$ cat src/sv/usd_pkg.sv
// ----------------------------------------------------------------------------
// usd_pkg: shared types and codes of the UTF-8 stream decoder
// Byte classes passed from the front end to the decode back end, and the
// status codes of a result item.
// ----------------------------------------------------------------------------
package usd_pkg;

  localparam int unsigned ByteW  = 8;
  localparam int unsigned CodeW  = 31;
  localparam int unsigned StatW  = 2;
  localparam int unsigned LeftW  = 3;
  localparam int unsigned BitsW  = 7;
  localparam int unsigned ContW  = 6;

  typedef logic [1:0] kind_t;
  localparam kind_t KIND_ASCII   = 2'd0;
  localparam kind_t KIND_CONT    = 2'd1;
  localparam kind_t KIND_LEAD    = 2'd2;
  localparam kind_t KIND_INVALID = 2'd3;

  typedef logic [StatW-1:0] status_t;
  localparam status_t ST_READY      = 2'd0;
  localparam status_t ST_PENDING    = 2'd1;
  localparam status_t ST_INCOMPLETE = 2'd2;
  localparam status_t ST_BAD_START  = 2'd3;

  // One classified byte. For a lead byte, lead_len holds the number of
  // continuation bytes that follow and bits holds the masked payload.
  typedef struct packed {
    kind_t             kind;
    logic [LeftW-1:0]  lead_len;
    logic [BitsW-1:0]  bits;
  } item_t;

  // Handshake status of the item queue as seen by its two neighbors.
  typedef struct packed {
    logic full;
    logic empty;
  } q_stat_t;

endpackage

$ cat src/sv/usd_front.sv
// ----------------------------------------------------------------------------
// usd_front: input stage and byte classifier
// Accepts one byte per cycle while in_full is low, classifies it and holds it
// in a register until the item queue takes it.
// ----------------------------------------------------------------------------
module usd_front (
  input  logic                         clk,
  input  logic                         rst_n,
  input  logic                         in_push,
  output logic                         in_full,
  input  logic [usd_pkg::ByteW-1:0]    in_byte_in,
  input  usd_pkg::q_stat_t             q_stat,
  output logic                         q_push,
  output usd_pkg::item_t               q_item
);

  logic           vld_r;
  logic           vld_nxt;
  usd_pkg::item_t item_r;
  usd_pkg::item_t item_nxt;
  logic           accept;

  always_comb begin
    item_nxt = '0;
    if (in_byte_in[7] == 1'b0) begin
      item_nxt.kind = usd_pkg::KIND_ASCII;
      item_nxt.bits = in_byte_in[6:0];
    end else if (in_byte_in[6] == 1'b0) begin
      item_nxt.kind = usd_pkg::KIND_CONT;
      item_nxt.bits = {1'b0, in_byte_in[5:0]};
    end else if (in_byte_in[5] == 1'b0) begin
      item_nxt.kind     = usd_pkg::KIND_LEAD;
      item_nxt.lead_len = 3'd1;
      item_nxt.bits     = {2'b00, in_byte_in[4:0]};
    end else if (in_byte_in[4] == 1'b0) begin
      item_nxt.kind     = usd_pkg::KIND_LEAD;
      item_nxt.lead_len = 3'd2;
      item_nxt.bits     = {3'b000, in_byte_in[3:0]};
    end else if (in_byte_in[3] == 1'b0) begin
      item_nxt.kind     = usd_pkg::KIND_LEAD;
      item_nxt.lead_len = 3'd3;
      item_nxt.bits     = {4'b0000, in_byte_in[2:0]};
    end else if (in_byte_in[2] == 1'b0) begin
      item_nxt.kind     = usd_pkg::KIND_LEAD;
      item_nxt.lead_len = 3'd4;
      item_nxt.bits     = {5'b00000, in_byte_in[1:0]};
    end else if (in_byte_in[1] == 1'b0) begin
      item_nxt.kind     = usd_pkg::KIND_LEAD;
      item_nxt.lead_len = 3'd5;
      item_nxt.bits     = {6'b000000, in_byte_in[0]};
    end else begin
      item_nxt.kind = usd_pkg::KIND_INVALID;
    end
  end

  // The held item moves on whenever the queue has room, so a new byte can
  // be taken in the same cycle.
  assign q_push  = vld_r && !q_stat.full;
  assign q_item  = item_r;
  assign in_full = vld_r && q_stat.full;
  assign accept  = in_push && !in_full;

  always_comb begin
    vld_nxt = vld_r;
    if (accept) begin
      vld_nxt = 1'b1;
    end else if (q_push) begin
      vld_nxt = 1'b0;
    end
  end

  always_ff @(posedge clk) begin
    if (!rst_n) begin
      vld_r <= 1'b0;
    end else begin
      vld_r <= vld_nxt;
    end
  end

  always_ff @(posedge clk) begin
    if (accept) begin
      item_r <= item_nxt;
    end
  end

endmodule

$ cat src/sv/usd_queue.sv
// ----------------------------------------------------------------------------
// usd_queue: two-entry item queue
// Decouples the classifier from the decode back end.
// ----------------------------------------------------------------------------
module usd_queue (
  input  logic             clk,
  input  logic             rst_n,
  input  logic             push,
  input  usd_pkg::item_t   push_item,
  input  logic             pop,
  output usd_pkg::item_t   head_item,
  output usd_pkg::q_stat_t stat
);

  usd_pkg::item_t ent_r [2];
  logic           wr_ptr_r;
  logic           wr_ptr_nxt;
  logic           rd_ptr_r;
  logic           rd_ptr_nxt;
  logic [1:0]     cnt_r;
  logic [1:0]     cnt_nxt;
  logic           do_push;
  logic           do_pop;

  assign stat.full  = (cnt_r == 2'd2);
  assign stat.empty = (cnt_r == 2'd0);
  assign do_push    = push && !stat.full;
  assign do_pop     = pop && !stat.empty;
  assign head_item  = ent_r[rd_ptr_r];

  always_comb begin
    wr_ptr_nxt = do_push ? !wr_ptr_r : wr_ptr_r;
    rd_ptr_nxt = do_pop ? !rd_ptr_r : rd_ptr_r;
    cnt_nxt    = cnt_r;
    if (do_push && !do_pop) begin
      cnt_nxt = cnt_r + 2'd1;
    end else if (do_pop && !do_push) begin
      cnt_nxt = cnt_r - 2'd1;
    end
  end

  always_ff @(posedge clk) begin
    if (!rst_n) begin
      wr_ptr_r <= 1'b0;
      rd_ptr_r <= 1'b0;
      cnt_r    <= 2'd0;
    end else begin
      wr_ptr_r <= wr_ptr_nxt;
      rd_ptr_r <= rd_ptr_nxt;
      cnt_r    <= cnt_nxt;
    end
  end

  always_ff @(posedge clk) begin
    if (do_push) begin
      ent_r[wr_ptr_r] <= push_item;
    end
  end

endmodule

$ cat src/sv/usd_back.sv
// ----------------------------------------------------------------------------
// usd_back: sequence decoder and result queue
// Keeps the count of continuation bytes still expected and the partial code
// point, and writes one result item per classified byte into a two-entry
// output queue.
// ----------------------------------------------------------------------------
module usd_back (
  input  logic                         clk,
  input  logic                         rst_n,
  input  usd_pkg::item_t               q_item,
  input  usd_pkg::q_stat_t             q_stat,
  output logic                         q_pop,
  output logic                         out_empty,
  input  logic                         out_pop,
  output logic [usd_pkg::StatW-1:0]    out_status,
  output logic [usd_pkg::CodeW-1:0]    out_code_point
);

  logic [usd_pkg::LeftW-1:0] left_r;
  logic [usd_pkg::LeftW-1:0] left_nxt;
  logic [usd_pkg::CodeW-1:0] pv_r;
  logic [usd_pkg::CodeW-1:0] pv_nxt;
  usd_pkg::status_t          res_status;
  logic [usd_pkg::CodeW-1:0] res_code;

  usd_pkg::status_t          ost_r   [2];
  logic [usd_pkg::CodeW-1:0] ocode_r [2];
  logic                      owr_r;
  logic                      ord_r;
  logic [1:0]                ocnt_r;
  logic [1:0]                ocnt_nxt;
  logic                      take_out;

  assign out_empty      = (ocnt_r == 2'd0);
  assign take_out       = out_pop && !out_empty;
  assign out_status     = ost_r[ord_r];
  assign out_code_point = ocode_r[ord_r];

  // A byte leaves the item queue whenever its result has a slot, counting
  // the slot freed by a pop in the same cycle.
  assign q_pop = !q_stat.empty && ((ocnt_r != 2'd2) || take_out);

  always_comb begin
    left_nxt   = left_r;
    pv_nxt     = pv_r;
    res_status = usd_pkg::ST_PENDING;
    res_code   = '0;
    if (left_r != '0) begin
      if (q_item.kind == usd_pkg::KIND_CONT) begin
        left_nxt = left_r - 3'd1;
        pv_nxt   = {pv_r[usd_pkg::CodeW-usd_pkg::ContW-1:0],
                    q_item.bits[usd_pkg::ContW-1:0]};
        if (left_nxt == '0) begin
          res_status = usd_pkg::ST_READY;
          res_code   = pv_nxt;
        end
      end else begin
        // The interrupting byte is dropped, not taken as a new lead.
        left_nxt   = '0;
        res_status = usd_pkg::ST_INCOMPLETE;
      end
    end else begin
      unique case (q_item.kind)
        usd_pkg::KIND_ASCII: begin
          res_status = usd_pkg::ST_READY;
          res_code   = {{(usd_pkg::CodeW-usd_pkg::BitsW){1'b0}}, q_item.bits};
        end
        usd_pkg::KIND_LEAD: begin
          left_nxt = q_item.lead_len;
          pv_nxt   = {{(usd_pkg::CodeW-usd_pkg::BitsW){1'b0}}, q_item.bits};
        end
        default: begin
          res_status = usd_pkg::ST_BAD_START;
        end
      endcase
    end
  end

  always_comb begin
    ocnt_nxt = ocnt_r;
    if (q_pop && !take_out) begin
      ocnt_nxt = ocnt_r + 2'd1;
    end else if (take_out && !q_pop) begin
      ocnt_nxt = ocnt_r - 2'd1;
    end
  end

  always_ff @(posedge clk) begin
    if (!rst_n) begin
      left_r <= '0;
      pv_r   <= '0;
      owr_r  <= 1'b0;
      ord_r  <= 1'b0;
      ocnt_r <= 2'd0;
    end else begin
      if (q_pop) begin
        left_r <= left_nxt;
        pv_r   <= pv_nxt;
        owr_r  <= !owr_r;
      end
      if (take_out) begin
        ord_r <= !ord_r;
      end
      ocnt_r <= ocnt_nxt;
    end
  end

  always_ff @(posedge clk) begin
    if (q_pop) begin
      ost_r[owr_r]   <= res_status;
      ocode_r[owr_r] <= res_code;
    end
  end

endmodule

$ cat src/sv/utf8_stream_decoder.sv
// ----------------------------------------------------------------------------
// utf8_stream_decoder: original UTF-8 decoder, one byte per item
// Decodes sequences of up to six bytes into 31-bit code points.
// ----------------------------------------------------------------------------
// Usage:
//   The input side is a queue: drive in_byte_in and raise in_push; the byte
//   is taken at a clock edge where in_full is low. Every byte gives exactly
//   one result item on the output side, which is also a queue: while
//   out_empty is low, out_status and out_code_point show the oldest result,
//   and raising out_pop takes it at the clock edge.
//   Status 0 carries a code point, 1 means the byte was taken and a sequence
//   is pending, 2 reports an interrupted sequence (the interrupting byte is
//   dropped), 3 a bad start byte. out_code_point is zero unless status is 0.
//   Each result passes through the input register, the item queue and the
//   result queue on its way to the output ports.
//   Throughput: one byte per cycle while in_full is low; the back end updates
//   the continuation count and partial value once for each byte.
//   When the receiver stalls, the two-entry result queue, the two-entry item
//   queue and the input register fill in turn, then in_full rises.
//   Reset (synchronous, rst_n low) empties all queues and clears the
//   sequence state; in_full is low and out_empty high right after it.
// ----------------------------------------------------------------------------
module utf8_stream_decoder (
  input  logic                         clk,
  input  logic                         rst_n,
  input  logic                         in_push,
  output logic                         in_full,
  input  logic [usd_pkg::ByteW-1:0]    in_byte_in,
  output logic                         out_empty,
  input  logic                         out_pop,
  output logic [usd_pkg::StatW-1:0]    out_status,
  output logic [usd_pkg::CodeW-1:0]    out_code_point
);

  usd_pkg::q_stat_t q_stat;
  usd_pkg::item_t   push_item;
  usd_pkg::item_t   head_item;
  logic             q_push;
  logic             q_pop;

  usd_front u_front (
    .clk        (clk),
    .rst_n      (rst_n),
    .in_push    (in_push),
    .in_full    (in_full),
    .in_byte_in (in_byte_in),
    .q_stat     (q_stat),
    .q_push     (q_push),
    .q_item     (push_item)
  );

  usd_queue u_queue (
    .clk       (clk),
    .rst_n     (rst_n),
    .push      (q_push),
    .push_item (push_item),
    .pop       (q_pop),
    .head_item (head_item),
    .stat      (q_stat)
  );

  usd_back u_back (
    .clk            (clk),
    .rst_n          (rst_n),
    .q_item         (head_item),
    .q_stat         (q_stat),
    .q_pop          (q_pop),
    .out_empty      (out_empty),
    .out_pop        (out_pop),
    .out_status     (out_status),
    .out_code_point (out_code_point)
  );

endmodule

$ cat config.mk
export PLATFORM = sky130hd
export DESIGN_NAME = utf8_stream_decoder
export DESIGN_NICKNAME = d
export VERILOG_FILES = /design/src/sv/usd_pkg.sv /design/src/sv/usd_front.sv /design/src/sv/usd_queue.sv /design/src/sv/usd_back.sv /design/src/sv/utf8_stream_decoder.sv
export SDC_FILE = /design/constraint.sdc
export NUM_CORES = 1
export LEC_CHECK = 0
export ABC_AREA = 0
export BUFFER_PORTS_ARGS = -buffer_cell sky130_fd_sc_hd__buf_2
export CORE_ASPECT_RATIO = 0.75
export CORE_MARGIN = 4
export CORE_UTILIZATION = 60
export CTS_CLUSTER_SIZE = 40
export DETAILED_ROUTE_END_ITERATION = 12
export HOLD_SLACK_MARGIN = 0.05
export PLACE_DENSITY = 0.82
export SLEW_MARGIN = 30
export SYNTH_ARGS = -nofsm -noshare
export SYNTH_HDL_FRONTEND = slang
export SYNTH_SLANG_ARGS = --single-unit
$ cat constraint.sdc
create_clock -name clk -period 5.84 [get_ports clk]
set_clock_uncertainty 0.15 [all_clocks]
set_input_delay 0.292 -clock clk [delete_from_list [all_inputs] [get_ports clk]]
set_output_delay 0.292 -clock clk [all_outputs]
set_load 0.03 [all_outputs]
[After elaboration in Yosys (flattened, before gate mapping)]
Memories as Yosys holds them, arrays and structs flattened. A register that Yosys moved wholly into a read port is not among the register bits.
Cells that the tools add are included.
Word-level totals
  register bits: 49
  memory bits (writable): 90
  bits of input ports: 12
  output and inout port bits: 35
  logic and storage cells: 105
  memories kept: 3
Cells by class
  add/sub/neg operators: 5
  eq/ne operators: 5
  multiplexer cells: 39
  reduce and logical (&&, ||, !) cells: 38
Memories
  u_back.ocode_r: words 2, width 31, read ports 1, clocked after memory_dff 1, wr ports 1, line usd_back.sv:27  | logic [usd_pkg::CodeW-1:0] ocode_r [2];
  u_queue.ent_r: words 2, width 12, read ports 1, clocked after memory_dff 1, wr ports 1, line usd_queue.sv:15  | usd_pkg::item_t ent_r [2];
  u_back.ost_r: words 2, width 2, read ports 1, clocked after memory_dff 1, wr ports 1, line usd_back.sv:26  | usd_pkg::status_t ost_r [2];
Operator list (number)
  2-to-1 mux 31 bit: 3
  2-to-1 mux 25 bit: 3
  2-to-1 mux 12 bit: 3
  2-to-1 mux 7 bit: 3
  2-to-1 mux 1 bit: 15
  zero test 1 bit: 12
  2-to-1 mux 2 bit: 6
  logical AND 1 bit: 11
  2-to-1 mux 11 bit: 1
  2-to-1 mux 10 bit: 1
  2-to-1 mux 3 bit: 3
  nonzero test 2 bit: 4
  zero test 2 bit: 3
  AND reduction 3 bit: 2
  AND reduction 5 bit: 1
  adder 2 x 1 -> 2 bit, second input constant: 2
  == test 2 bit, second input constant: 2
  inequality test 2 bit, second input constant: 2
  one-hot mux 2 bit (2 select lines): 1
  AND reduction 2 bit: 2
  subtractor 2 x 1 -> 2 bit, second input constant: 2
  zero test 3 bit: 1
  nonzero test 3 bit: 1
  subtractor 3 x 1 -> 3 bit, second input constant: 1
  other kinds (2): 2

[Logic depth before layout (Yosys ltp)]
Gate-level depths: netlist (run 1).
  depth in word-level cells: 9
  depth in mapped cells: 8

[By module]
From an unflattened synthesis (run 1), not the netlist that was laid out.
Unflattened totals
  cells, all modules: 413
  area total of the unflattened synthesis: 5843.1 µm²
Modules (own cells, without submodules)
  usd_back: instances 1, cells an instance 311, area each 4206.5 µm², sequential area each 2642.5 µm²
  usd_queue: instances 1, cells an instance 62, area each 1094.8 µm², sequential area each 820.8 µm²
  usd_front: instances 1, cells an instance 40, area each 541.8 µm², sequential area each 380.4 µm²

[Worst setup path after synthesis (run 1)]
Ideal clock, no wire load.
  path kind: reg2reg
  start point: register u_back.ocnt_r[0]
  end point: memory u_back.ocode_r[0][0] (netlist name), enable pin
  arrival: 2.063 ns
  required time: 5.267 ns
  setup slack: 3.204 ns
  stages on the path, launching flop included: 4
  period minus slack after synthesis: 2.636 ns
  path through: dfxtp_1 -> nor2_1 -> a21o_1 -> nor2_1
Between the ends
  longest elaborated chain between the ends: 7
  elaborated cells between the ends (all ways): 8
  those cells by class: eq/ne: 1; mux: 2; reduce/logical: 5
Ends and longest elaborated chain
  start, declared: line usd_back.sv:30  | logic [1:0] ocnt_r;
  start signal, assigned: line usd_back.sv:104  | ocnt_r <= ocnt_nxt;
  zero test 2 bit: line usd_back.sv:34  | assign out_empty = (ocnt_r == 2'd0);
  zero test 1 bit: line usd_back.sv:35  | assign take_out = out_pop && !out_empty;
  logical AND 1 bit: line usd_back.sv:35
  logical OR 1 bit *: line usd_back.sv:41  | assign q_pop = !q_stat.empty && ((ocnt_r != 2'd2) || take_out);
  logical AND 1 bit *: line usd_back.sv:41
  2-to-1 mux 1 bit *: line usd_back.sv:109  | if (q_pop) begin
  2-to-1 mux 1 bit (not written as such) *: line usd_back.sv:111  | ocode_r[owr_r] <= res_code;
  end, declared: line usd_back.sv:27
Every way passes the cells marked *; elsewhere a longest branch is shown, timed or not.

[Worst setup path after layout (run 1)]
  start point: register u_back.left_r[0] (netlist name)
  end point: register u_back.pv_r[2] (netlist name)
Between the ends
  longest elaborated chain between the ends: 3
  elaborated cells between the ends (all ways): 5
  those cells by class: eq/ne: 1; mux: 1; reduce/logical: 3
Ends and longest elaborated chain
  start, declared: line usd_back.sv:19  | logic [usd_pkg::LeftW-1:0] left_r;
  start signal, assigned: line usd_back.sv:97  | left_r <= left_nxt;
  nonzero test 3 bit *: line usd_back.sv:48  | if (left_r != '0) begin
  inequality test 2 bit (no source line) / nonzero test 2 bit (equally long branches)
  AND reduction 3 bit (no source line)
  end signal, assigned: line usd_back.sv:98  | pv_r <= pv_nxt;
  end, declared: line usd_back.sv:21  | logic [usd_pkg::CodeW-1:0] pv_r;
Marked as above.
A chain may end at the register's enable or synchronous reset.

==> results of run 1 <==
## area by class of cell
cell class,instances,area [um^2]
clock buffers,17,425
repair buffers,53,293
clock inverters,15,130
inverters,9,33.8
multi-input cells,214,1690
flip-flops and latches,141,3840
fillers,572,2550
well taps,128,160
## per-stage QoR
| step | total power [W] | cell area (um^2) |
|---|---|---|
| after global placement | 0.00225 | 5970 |
| final | 0.00327 | 6570 |
| after global routing | 0.00342 | 6570 |
| after floorplan | 0.00208 | 5670 |
| after CTS | 0.00328 | 6570 |
| after detailed placement | 0.00228 | 5970 |
## cells in the final DEF, fill, tap and decap left out, types with 4 or more instances in the layout
cell | synthesis | layout
a32o_1 | 8 | 8
edfxtp_1 | 102 | 102
xor2_1 | 5 | 5
inv_6 | 0 | 5
buf_2 | 3 | 46
dlygate4sd3_1 | 0 | 4
mux2i_1 | 13 | 13
a32o_2 | 10 | 10
a31oi_1 | 4 | 4
clkinvlp_4 | 0 | 5
nor2b_1 | 7 | 6
dfxtp_1 | 39 | 39
inv_1 | 9 | 9
ha_1 | 4 | 4
o21ai_0 | 6 | 6
clkbuf_16 | 0 | 17
mux2_2 | 39 | 39
nand2_1 | 8 | 8
a21oi_1 | 10 | 10
and2_1 | 35 | 35
nor2_1 | 29 | 27
## power by group through the flow
stage                     sequential [W]  combinational [W]  clock [W]
after floorplan                  0.00133           0.000744          0
after global placement           0.00136           0.000893          0
after detailed placement         0.00137           0.000914          0
after CTS                        0.00135           0.000927    0.00100
after global routing             0.00137           0.000998    0.00106
final                            0.00135           0.000927   0.000988
## kinds of logic after synthesis
logic type               Yosys count
adder cells (fa/ha/maj)            4
AND/OR/NAND/NOR                   97
multiplexers                      53
XOR/XNOR                           8
AO/OA/AOI/OAI                     52
flip-flops                       141
buffers and inverters             27
## what timing repair did
action,4_1_cts,5_1_grt
hold endpoints to repair,3,0
endpoints found under the setup margin,0,0
hold buffers,4,0
## sequential cells by signal, indices dropped and copies added, names as in the netlist, named ones only
signal            flops
u_front.q_item       12
u_back.owr_r          1
u_back.pv_r          25
u_back.ord_r          1
u_queue.ent_r        24
u_front.vld_r         1
u_back.ost_r          4
u_back.ocnt_r         2
u_queue.rd_ptr_r      1
u_back.left_r         3
u_back.ocode_r       62
u_queue.wr_ptr_r      1
u_queue.cnt_r         2
## synth_stat cells (all sizes together)
cell type,instances
a22oi,1
nand3b,2
and2,36
o211ai,2
and4,1
clkbuf,7
mux2,40
o21a,1
a32o,18
or2,1
a21boi,2
o21ai,7
xor2,5
buf,11
nor3b,1
mux2i,13
nand2,9
nor3,1
a31oi,4
edfxtp,102
a311oi,3
a21o,2
inv,9
nand2b,3
and3,1
a21oi,10
or3,1
a211oi,2
nor4b,1
nor2,29
nor2b,7
xnor2,3
ha,4
nand3,2
or3b,2
dfxtp,39
## per-layer routing
layer,vias up,share of wire [%],routed length (um)
met5,-,0,0
met4,0,1.3,136
met3,13,7.0,710
met2,119,47,4750
met1,1571,45,4530
li1,1544,-,-
## worst min path at each step
| stage | to | depth (start not counted) | startpoint | slack [ns] |
|---|---|---|---|---|
| final | u_front.q_item[8] | 2 | in_byte_in[3] | 0.08 |
| after global routing | u_front.q_item[8] | 2 | in_byte_in[3] | 0.08 |
| after CTS | u_front.q_item[8] | 2 | in_byte_in[3] | 0.07 |
| after detailed placement | u_queue.ent_r[1][6] | 0 | u_front.q_item[6] | 0.28 |
| after global placement | u_queue.ent_r[0][7] | 0 | u_front.q_item[7] | 0.28 |
| after floorplan | u_front.vld_r | 1 | in_push | 0.27 |
==> results.cfg, run 1 <==
[run_status]
run_status = finished, final reports clean

[global_routing]
grt_first_pass_wirelength_mm = 16.4
grt-ovfl-total = 0
gr-usage-met2_pct = 29.7
grt_use_met3_pct = 6.60
initial_antenna_violation_count = 0
use_met1_pct = 26.3
grt_busiest_layer = met2
grt_pass1_vias = 3172
track_usage_pct = 19.4
grt_start_max_net_pins = 34

[sta]
timing_max_transition_violations_final = 0
fin_hold_ws_ns = 0.0787
rsz_0062_raised_after_global_routing = false
tightestPinTransition_ns = 0.844
layout_min_cycle_time_ns = 2.62
finalCritPeriodShare_pct = 44.8
timing.final.hold_violations = 0
timing.slew.headroom_pct = 43.6
layout_setup_ws_ns = 3.22
totalNegativeSetupSlack_ns = 0
timing.fmax_ghz = 0.382
setup_viol = 0

[routing]
route.detailed.vias_per_inst = 5.63
detail_route.iter0.violations = 292
drt-wirelength-per-cell_um = 17.6
route.vias.total = 3247
route.detailed.drc = 0
postRouteWirelength_mm = 10.1
1st_pass_router_iterations = 5
route.antenna.remaining_nets = 0

[clock_network]
cts.clk_slew.worst_paths_ns = 0.06
cts_setup_buffers = 0
cts-resized-gates = 0
cts_htree_levels = 4
cts_tree = yes
number_of_buffers_created_by_cts = 17
clkLatencyLatePin_ns = 0.41
cts-root-buf = clkbuf_16
clock_tree.buffer_depth = 2
clock_sink_count = 141

[critical_path]
worst_setup_path_endpoint = u_back.pv_r[2]
worst_ep_required_time_ns = 5.98
crit_path_leading_delay_family = simple AND/OR/NAND/NOR gates
path_buf_inv = 1
worstReg2RegEnd = u_back.pv_r[2]
crit_arrival_ns = 2.76
worst_setup_path_start_kind = register
crit_path_start = u_back.left_r[0]
critical_path_peak_fanout = 25
worstReg2RegStart = u_back.left_r[0]
critical_path_cell_list = inv_1 -> ha_1 -> nor2b_1 -> nand3_4 -> o211ai_4 -> mux2_2
worstRegToRegCells = 6
worst-path-stages = 6
critical_path.max_stage_delay_ns = 0.70
worstSetupPathType = reg2reg
ff2ff_setup_slack_ns = 3.22
crit_path_capture_type = register
critical_path.slowest_cell = nor2b_1

[synth]
synth_compound_area_share_pct = 7.37
yosysSeqAreaShare_pct = 67.8
synth_top_family_by_area = multiplexers
post_synth_num_cell_types = 46
synth_area_mm2 = 0.00567
synth_top_cells_by_area = edfxtp_1, dfxtp_1, mux2_2
synth.top_cell.area_share_pct = 54.0
synth-xor-area-share_pct = 1.24
synth_fa_ha_area_share_pct = 0.883
postSynthAreaPerCell_um2 = 14.8
proportion_of_synthesized_area_in_mux_cells_pct = 10.3
synth-seq-cells = 141
ys.warnings.count = 0
postSynthNetCount = 398
post_synthesis_simple_gate_area_fraction_pct = 9.84
synth.largest_area_cell = edfxtp_1
post_synthesis_instance_total = 382

[cells_and_area]
post_layout_nonfiller_instances = 577
antenna_cells = 0
post-route-util_pct = 72.1
nets = 452
layout-drive-gt1-share_pct = 31.4
synthToLayoutAreaGrowth_pct = 15.9

[job]
drv_cap = 0

[placed_design]
globalplace.congestion = 0.845
dp_cells = 541
pre_cts_ws_ns = 3.28
place_hpwl_mm = 6.32
buffer_ports.inserted = 46

[power_and_ir_drop]
power.static_leakage_nw = 2.48
internal-power_w = 0.00215
relative_contribution_of_sequential_cells_to_total_power_pct = 41.4
netSwitchingPower_w = 0.00112
comb_power_share_pct = 28.4
sw_frac_of_total_pct = 34.3
max-vdd-ir-drop_mv = 0.275
cellPowerDensity_mw_per_mm2 = 497
power.clock.fraction_pct = 30.2

[floorplanning]
die_height_um = 92.2
floorplan.die.width_um = 120
effective_utilization_at_floorplan_pct = 62.2
row_count = 30
floorplan.die_area_mm2 = 0.0111
ioPinCount = 47
coreArea_mm2 = 0.00912

[worst_hold_path]
min_path_type = in2reg
No activity file was read; power rests on OpenSTA's default activity.
==> run 2: changes to the inputs <==
--- a/config.mk
+++ b/config.mk
@@ -9,11 +9,11 @@
 export BUFFER_PORTS_ARGS = -buffer_cell sky130_fd_sc_hd__buf_2
 export CORE_ASPECT_RATIO = 0.75
 export CORE_MARGIN = 4
-export CORE_UTILIZATION = 60
+export CORE_UTILIZATION = 59
 export CTS_CLUSTER_SIZE = 40
 export DETAILED_ROUTE_END_ITERATION = 12
 export HOLD_SLACK_MARGIN = 0.05
-export PLACE_DENSITY = 0.82
+export PLACE_DENSITY = 0.81
 export SLEW_MARGIN = 30
 export SYNTH_ARGS = -nofsm -noshare
 export SYNTH_HDL_FRONTEND = slang
==> constraint.sdc (replaced) <==
create_clock -name clk -period 2.6 [get_ports clk]
set_clock_uncertainty 0.15 [all_clocks]
set_input_delay 0.13 -clock clk [delete_from_list [all_inputs] [get_ports clk]]
set_output_delay 0.13 -clock clk [all_outputs]
set_load 0.03 [all_outputs]
==> results.cfg, run 2 (synthesis results as in run 1) <==
[run_status]
run_status = finished, final reports clean

[critical_path]
critical_path.slowest_cell = nor2b_2
critical_path_peak_fanout = 8
crit_path_capture_type = register
worstSetupPathType = reg2reg
critical_path.max_stage_delay_ns = 0.47
critical_path_cell_list = inv_1 -> ha_1 -> nor2b_2 -> nor4b_1 -> o21ai_1 -> nor2_1
crit_arrival_ns = 2.26
worst_setup_path_start_kind = register
worst_ep_required_time_ns = 2.57

[global_routing]
grt-ovfl-total = 0
track_usage_pct = 19.7
initial_antenna_violation_count = 0
grt_start_max_net_pins = 34
grt_first_pass_wirelength_mm = 16.9
grt_pass1_vias = 3331

[cells_and_area]
layout-drive-gt1-share_pct = 31.0
fin_area_mm2 = 0.00686
largest_register = u_back.ocode_r
largestRegisters = u_back.ocode_r (62), u_back.pv_r (25), u_queue.ent_r (24)
fillCellCount = 551
post_layout_nonfiller_instances = 595
post-route-util_pct = 74.6
synthToLayoutAreaGrowth_pct = 21.0
antenna_cells = 0
nets = 470
largest_reg_flops = 62
layout_commonest_cell = edfxtp_1
layout_common_cells = edfxtp_1, buf_2, mux2_2, dfxtp_1, and2_1

[placed_design]
postPlaceCellArea_mm2 = 0.00604
globalplace.congestion = 0.828
dp_cells = 548
pre_cts_ws_ns = 0.0830
place_hpwl_mm = 6.52
buffer_ports.inserted = 46

[clock_network]
clock_tree.buffer_depth = 2
cts_setup_buffers = 0
cts_htree_levels = 4
clock_sink_count = 141
clkLatencyLatePin_ns = 0.41
cts_tree = yes
cts-root-buf = clkbuf_16
cts.clk_slew.worst_paths_ns = 0.06
number_of_buffers_created_by_cts = 17

[routing]
route.vias.total = 3332
route.detailed.drc = 0
route.antenna.remaining_nets = 0
detail_route.iter0.violations = 225
postRouteWirelength_mm = 10.6
drt-wirelength-per-cell_um = 17.8
1st_pass_router_iterations = 7
route.detailed.vias_per_inst = 5.60

[sta]
finalCritPeriodShare_pct = 88.2
timing.slew.headroom_pct = 61.3
setup_viol = 0
timing.final.hold_violations = 0
rsz_0062_raised_after_global_routing = false
tightestPinTransition_ns = 0.581
layout_setup_ws_ns = 0.308
timing_max_transition_violations_final = 0
totalNegativeSetupSlack_ns = 0
layout_min_cycle_time_ns = 2.29
timing.fmax_ghz = 0.436

[worst_hold_path]
min_path_type = in2reg

[floorplanning]
floorplan.die.width_um = 121
effective_utilization_at_floorplan_pct = 61.7
floorplan.die_area_mm2 = 0.0113
ioPinCount = 47
coreArea_mm2 = 0.00920
die_height_um = 92.9
row_count = 30

[power_and_ir_drop]
power.static_leakage_nw = 2.63
max-vdd-ir-drop_mv = 0.692
cellPowerDensity_mw_per_mm2 = 1150

[job]
drv_cap = 0
[run 2: cell count changes in the layout (fill, tap and decap cells not counted), sizes merged]
cell         before  now
clkinvlp          5    2
clkinv            3    4
dlygate4sd3       4   15
clkbuf           17   18
bufinv            0    6
buf              49   56
inv              16   11
[run 2: path summary, 6_finish.rpt]
| check | startpoint | to | slack, ns | cells after the start |
|---|---|---|---|---|
| setup / recovery | u_back.left_r[0] | u_back.ocode_r[1][2] | 0.31 | 6 |
| hold / removal | rst_n | u_front.vld_r | 0.11 | 2 |
| setup reg to reg | u_back.left_r[0] | u_back.ocode_r[1][2] | 0.31 | 6 |
| hold reg to reg | u_front.q_item[0] | u_queue.ent_r[1][0] | 0.29 | 0 |
[run 2: layout make-up]
cell class / instances / area [um^2] / area share (%)
inverters: 9 / 33.8 / 0.493
well taps: 128 / 160 / 2.33
multi-input cells: 214 / 1690 / 24.6
clock buffers: 18 / 429 / 6.26
clock inverters: 14 / 239 / 3.48
repair buffers: 71 / 468 / 6.82
flip-flops and latches: 141 / 3840 / 56.0
[run 2: through the flow]
stage | hold slack, ns | power [W]
5_1_grt | 0.132 | 0.00822
2_1_floorplan | 0.104 | 0.00467
6_report | 0.114 | 0.00790
4_1_cts | 0.0734 | 0.00794
3_3_place_gp | 0.202 | 0.00510
3_5_place_dp | 0.206 | 0.00519
[run 2: metal layers]
layer  GRT usage [%]  up-vias  part of all wire (%)
met5               0        -                     0
met3            5.43        6                   4.7
li1                -     1567                     -
met1            26.6     1653                    47
met4            6.44        0                  0.63
met2            31.3      106                    48
[run 2: power breakdown]
part	internal (W)	total (W)	leakage [nW]	switching, W
Sequential	0.00285	0.00301	1.29	0.000158
Combinational	0.000773	0.00217	1.02	0.00140
Clock	0.00180	0.00272	0.319	0.000920
Total	0.00543	0.00790	2.63	0.00247
[run 2: critical path: cells and delay by family, from the launching register on]
| kind | cells | cell delay [ns] |
|---|---|---|
| fa+ha+maj | 1 | 0.21 |
| buf+inv | 1 | 0.11 |
| compound gates | 1 | 0.42 |
| flops | 1 | 0.32 |
| simple gates | 3 | 0.79 |
[run 2: repair_timing]
item,4_1_cts,5_1_grt
hold endpoints to repair,15,0
hold buffers,15,0
resized for setup,0,1
setup endpoints to repair,0,27
==> run 3: changes to the inputs <==
--- a/config.mk
+++ b/config.mk
@@ -5,7 +5,7 @@
 export SDC_FILE = /design/constraint.sdc
 export NUM_CORES = 1
 export LEC_CHECK = 0
-export ABC_AREA = 0
+export ABC_AREA = 1
 export BUFFER_PORTS_ARGS = -buffer_cell sky130_fd_sc_hd__buf_2
 export CORE_ASPECT_RATIO = 0.75
 export CORE_MARGIN = 4
==> results.cfg, run 3 <==
[sta]
finalCritPeriodShare_pct = 84.7
rsz_0062_raised_after_global_routing = false
timing_max_transition_violations_final = 0
layout_min_cycle_time_ns = 2.20
totalNegativeSetupSlack_ns = 0
timing.final.hold_violations = 0
tightestPinTransition_ns = 0.620
setup_viol = 0
timing.fmax_ghz = 0.454
layout_setup_ws_ns = 0.397
timing.slew.headroom_pct = 58.7

[routing]
route.antenna.remaining_nets = 0
postRouteWirelength_mm = 11.3
1st_pass_router_iterations = 5
detail_route.iter0.violations = 339
route.detailed.drc = 0
route.vias.total = 3953
drt-wirelength-per-cell_um = 14.6
route.detailed.vias_per_inst = 5.14

[synth]
synth_commonest_cells = nor2_1, edfxtp_1, nand2_1
postSynthAreaPerCell_um2 = 10.6
synth.largest_area_cell = edfxtp_1
synth.top_cell.area_share_pct = 52.4
synth.most_common_cell = nor2_1
synth-seq-cells = 141
synth_area_mm2 = 0.00585
synth_top_cells_by_area = edfxtp_1, dfxtp_1, nor2_1
yosysSeqAreaShare_pct = 65.7
most_used_flip_flop_cell_after_synthesis = edfxtp_1
post_synth_num_cell_types = 27
post_synthesis_instance_total = 554
synth_async_sr_flop_share_pct = 0
synth-edff-count = 102
postSynthNetCount = 570
ys.warnings.count = 0

[floorplanning]
floorplan.die_area_mm2 = 0.0116
effective_utilization_at_floorplan_pct = 60.6
ioPinCount = 47
row_count = 31
die_height_um = 94.2
floorplan.die.width_um = 123
coreArea_mm2 = 0.00966

[global_routing]
grt_start_max_net_pins = 46
track_usage_pct = 21.2
grt_pass1_vias = 3852
initial_antenna_violation_count = 0
grt_first_pass_wirelength_mm = 18.3
grt-ovfl-total = 0

[critical_path]
crit_top_cell = nand2_2
crit_arrival_ns = 2.21
crit_path_leading_delay_family = flip-flops
critical_path_cell_list = inv_2 -> nand2_1 -> nand2_2 -> nand2_2 -> inv_1 -> nand3_1 -> o21a_1 -> nor2_1
critical_path_peak_fanout = 20
path_buf_inv = 2
worst_setup_path_start_kind = register
critical_path.max_stage_delay_ns = 0.68
worstSetupPathType = reg2reg
worst_ep_required_time_ns = 2.61
critical_path.slowest_cell = dfxtp_1
crit_path_capture_type = register

[worst_hold_path]
min_path_type = in2reg

[clock_network]
cts-root-buf = clkbuf_16
clock_tree.buffer_depth = 2
cts_setup_buffers = 0
number_of_buffers_created_by_cts = 17
cts_htree_levels = 4
clkLatencyLatePin_ns = 0.42
cts.clk_slew.worst_paths_ns = 0.06
clock_sink_count = 141
cts_tree = yes

[placed_design]
buffer_ports.inserted = 46
postPlaceCellArea_mm2 = 0.00622
globalplace.congestion = 0.904
place_hpwl_mm = 7.07
pre_cts_ws_ns = 0.435

[power_and_ir_drop]
cellPowerDensity_mw_per_mm2 = 1290
max-vdd-ir-drop_mv = 0.680
power.static_leakage_nw = 2.90

[cells_and_area]
layout_common_cells = nor2_1, edfxtp_1, nand2_1
fin_area_mm2 = 0.00692
layout-drive-gt1-share_pct = 20.3
synthToLayoutAreaGrowth_pct = 18.3
layout_commonest_cell = nor2_1
nets = 640
antenna_cells = 0
largestRegisters = u_back.ocode_r (62), u_back.pv_r (25), u_queue.ent_r (24)
largest_reg_flops = 62
largest_register = u_back.ocode_r

[job]
drv_cap = 0

[run_status]
run_status = finished, final reports clean
run 3: changes by cell type after synthesis, sizes merged, moves of 5 or more:
cell / delta
inv: +65
nand4: +5
a21oi: +6
and2: -35
nand2: +95
o21ai: +17
mux2i: -13
nor2b: -7
mux2: -7
a32o: -18
nor2: +88
run 3: what timing repair did:
action / in CTS / in global routing
hold buffers: 14 / 0
hold endpoints to repair: 15 / 0
resized for setup: 0 / 0
run 3: layout make-up:
cell class,instances,area (um^2)
Tap cell,132,165
Multi-Input combinational cell,321,1630
Clock inverter,13,124
Fill cell,650,2730
Clock buffer,19,443
Timing Repair Buffer,69,438
Sequential cell,141,3840
Inverter,74,278
run 3: worst paths after layout:
kind	startpoint	slack, ns	end	cells past startpoint
setup / recovery	register	0.40	u_back.ocode_r[0][4]	8
hold / removal	rst_n	0.09	u_back.pv_r[11]	3
setup reg to reg	register	0.40	u_back.ocode_r[0][4]	8
hold reg to reg	u_front.q_item[2]	0.30	u_queue.ent_r[0][2]	0
run 3: cell families (layout without fill, tap and decap cells):
logic type	Yosys count	in the layout	share of synthesized area [%]
buffers and inverters	92	175	6.48
and+or+nand+nor	235	235	16.1
DFF	141	141	65.7
AOI/OAI and AO/OA	48	48	4.38
xor gates and xnor gates	1	1	0.150
adders and majority gates	4	4	0.855
muxes	33	33	6.35
run 3: where the power goes:
part           switching, W  total (W)  leakage [nW]  internal [W]
combinational       0.00226    0.00325          1.35      0.000988
sequential         0.000237    0.00341          1.29       0.00317
clock              0.000880    0.00230         0.265       0.00142
total               0.00338    0.00895          2.90       0.00558
run 3: through the flow:
step / hold slack [ns] / total power (W) / util [%] / cells
CTS: 0.0771 / 0.00899 / 71.7 / 769
floorplan: 0.118 / 0.00586 / - / 554
global route: 0.119 / 0.00950 / 71.7 / 769
global placement: 0.256 / 0.00649 / 64.4 / 723
finish: 0.0915 / 0.00895 / 71.7 / 769
detailed placement: 0.266 / 0.00664 / 64.4 / 723
run 3: routing by layer:
layer  global-route usage (%)  share of wire (%)  up-vias  wire [um]
li1                         -                  -     1949          -
met1                     25.5                 43     1840       4790
met2                     35.7                 49      140       5540
met3                     7.71                6.8       24        765
met4                     7.00                1.5        0        167
met5                        0                  0        -          0
run 3: worst register-to-register path: cells and delay by family, from the launching register on:
family / cells / cell delay, ns
DFF: 1 / 0.68
and+or+nand+nor: 5 / 0.58
AOI/OAI and AO/OA: 1 / 0.29
buffers and inverters: 2 / 0.25
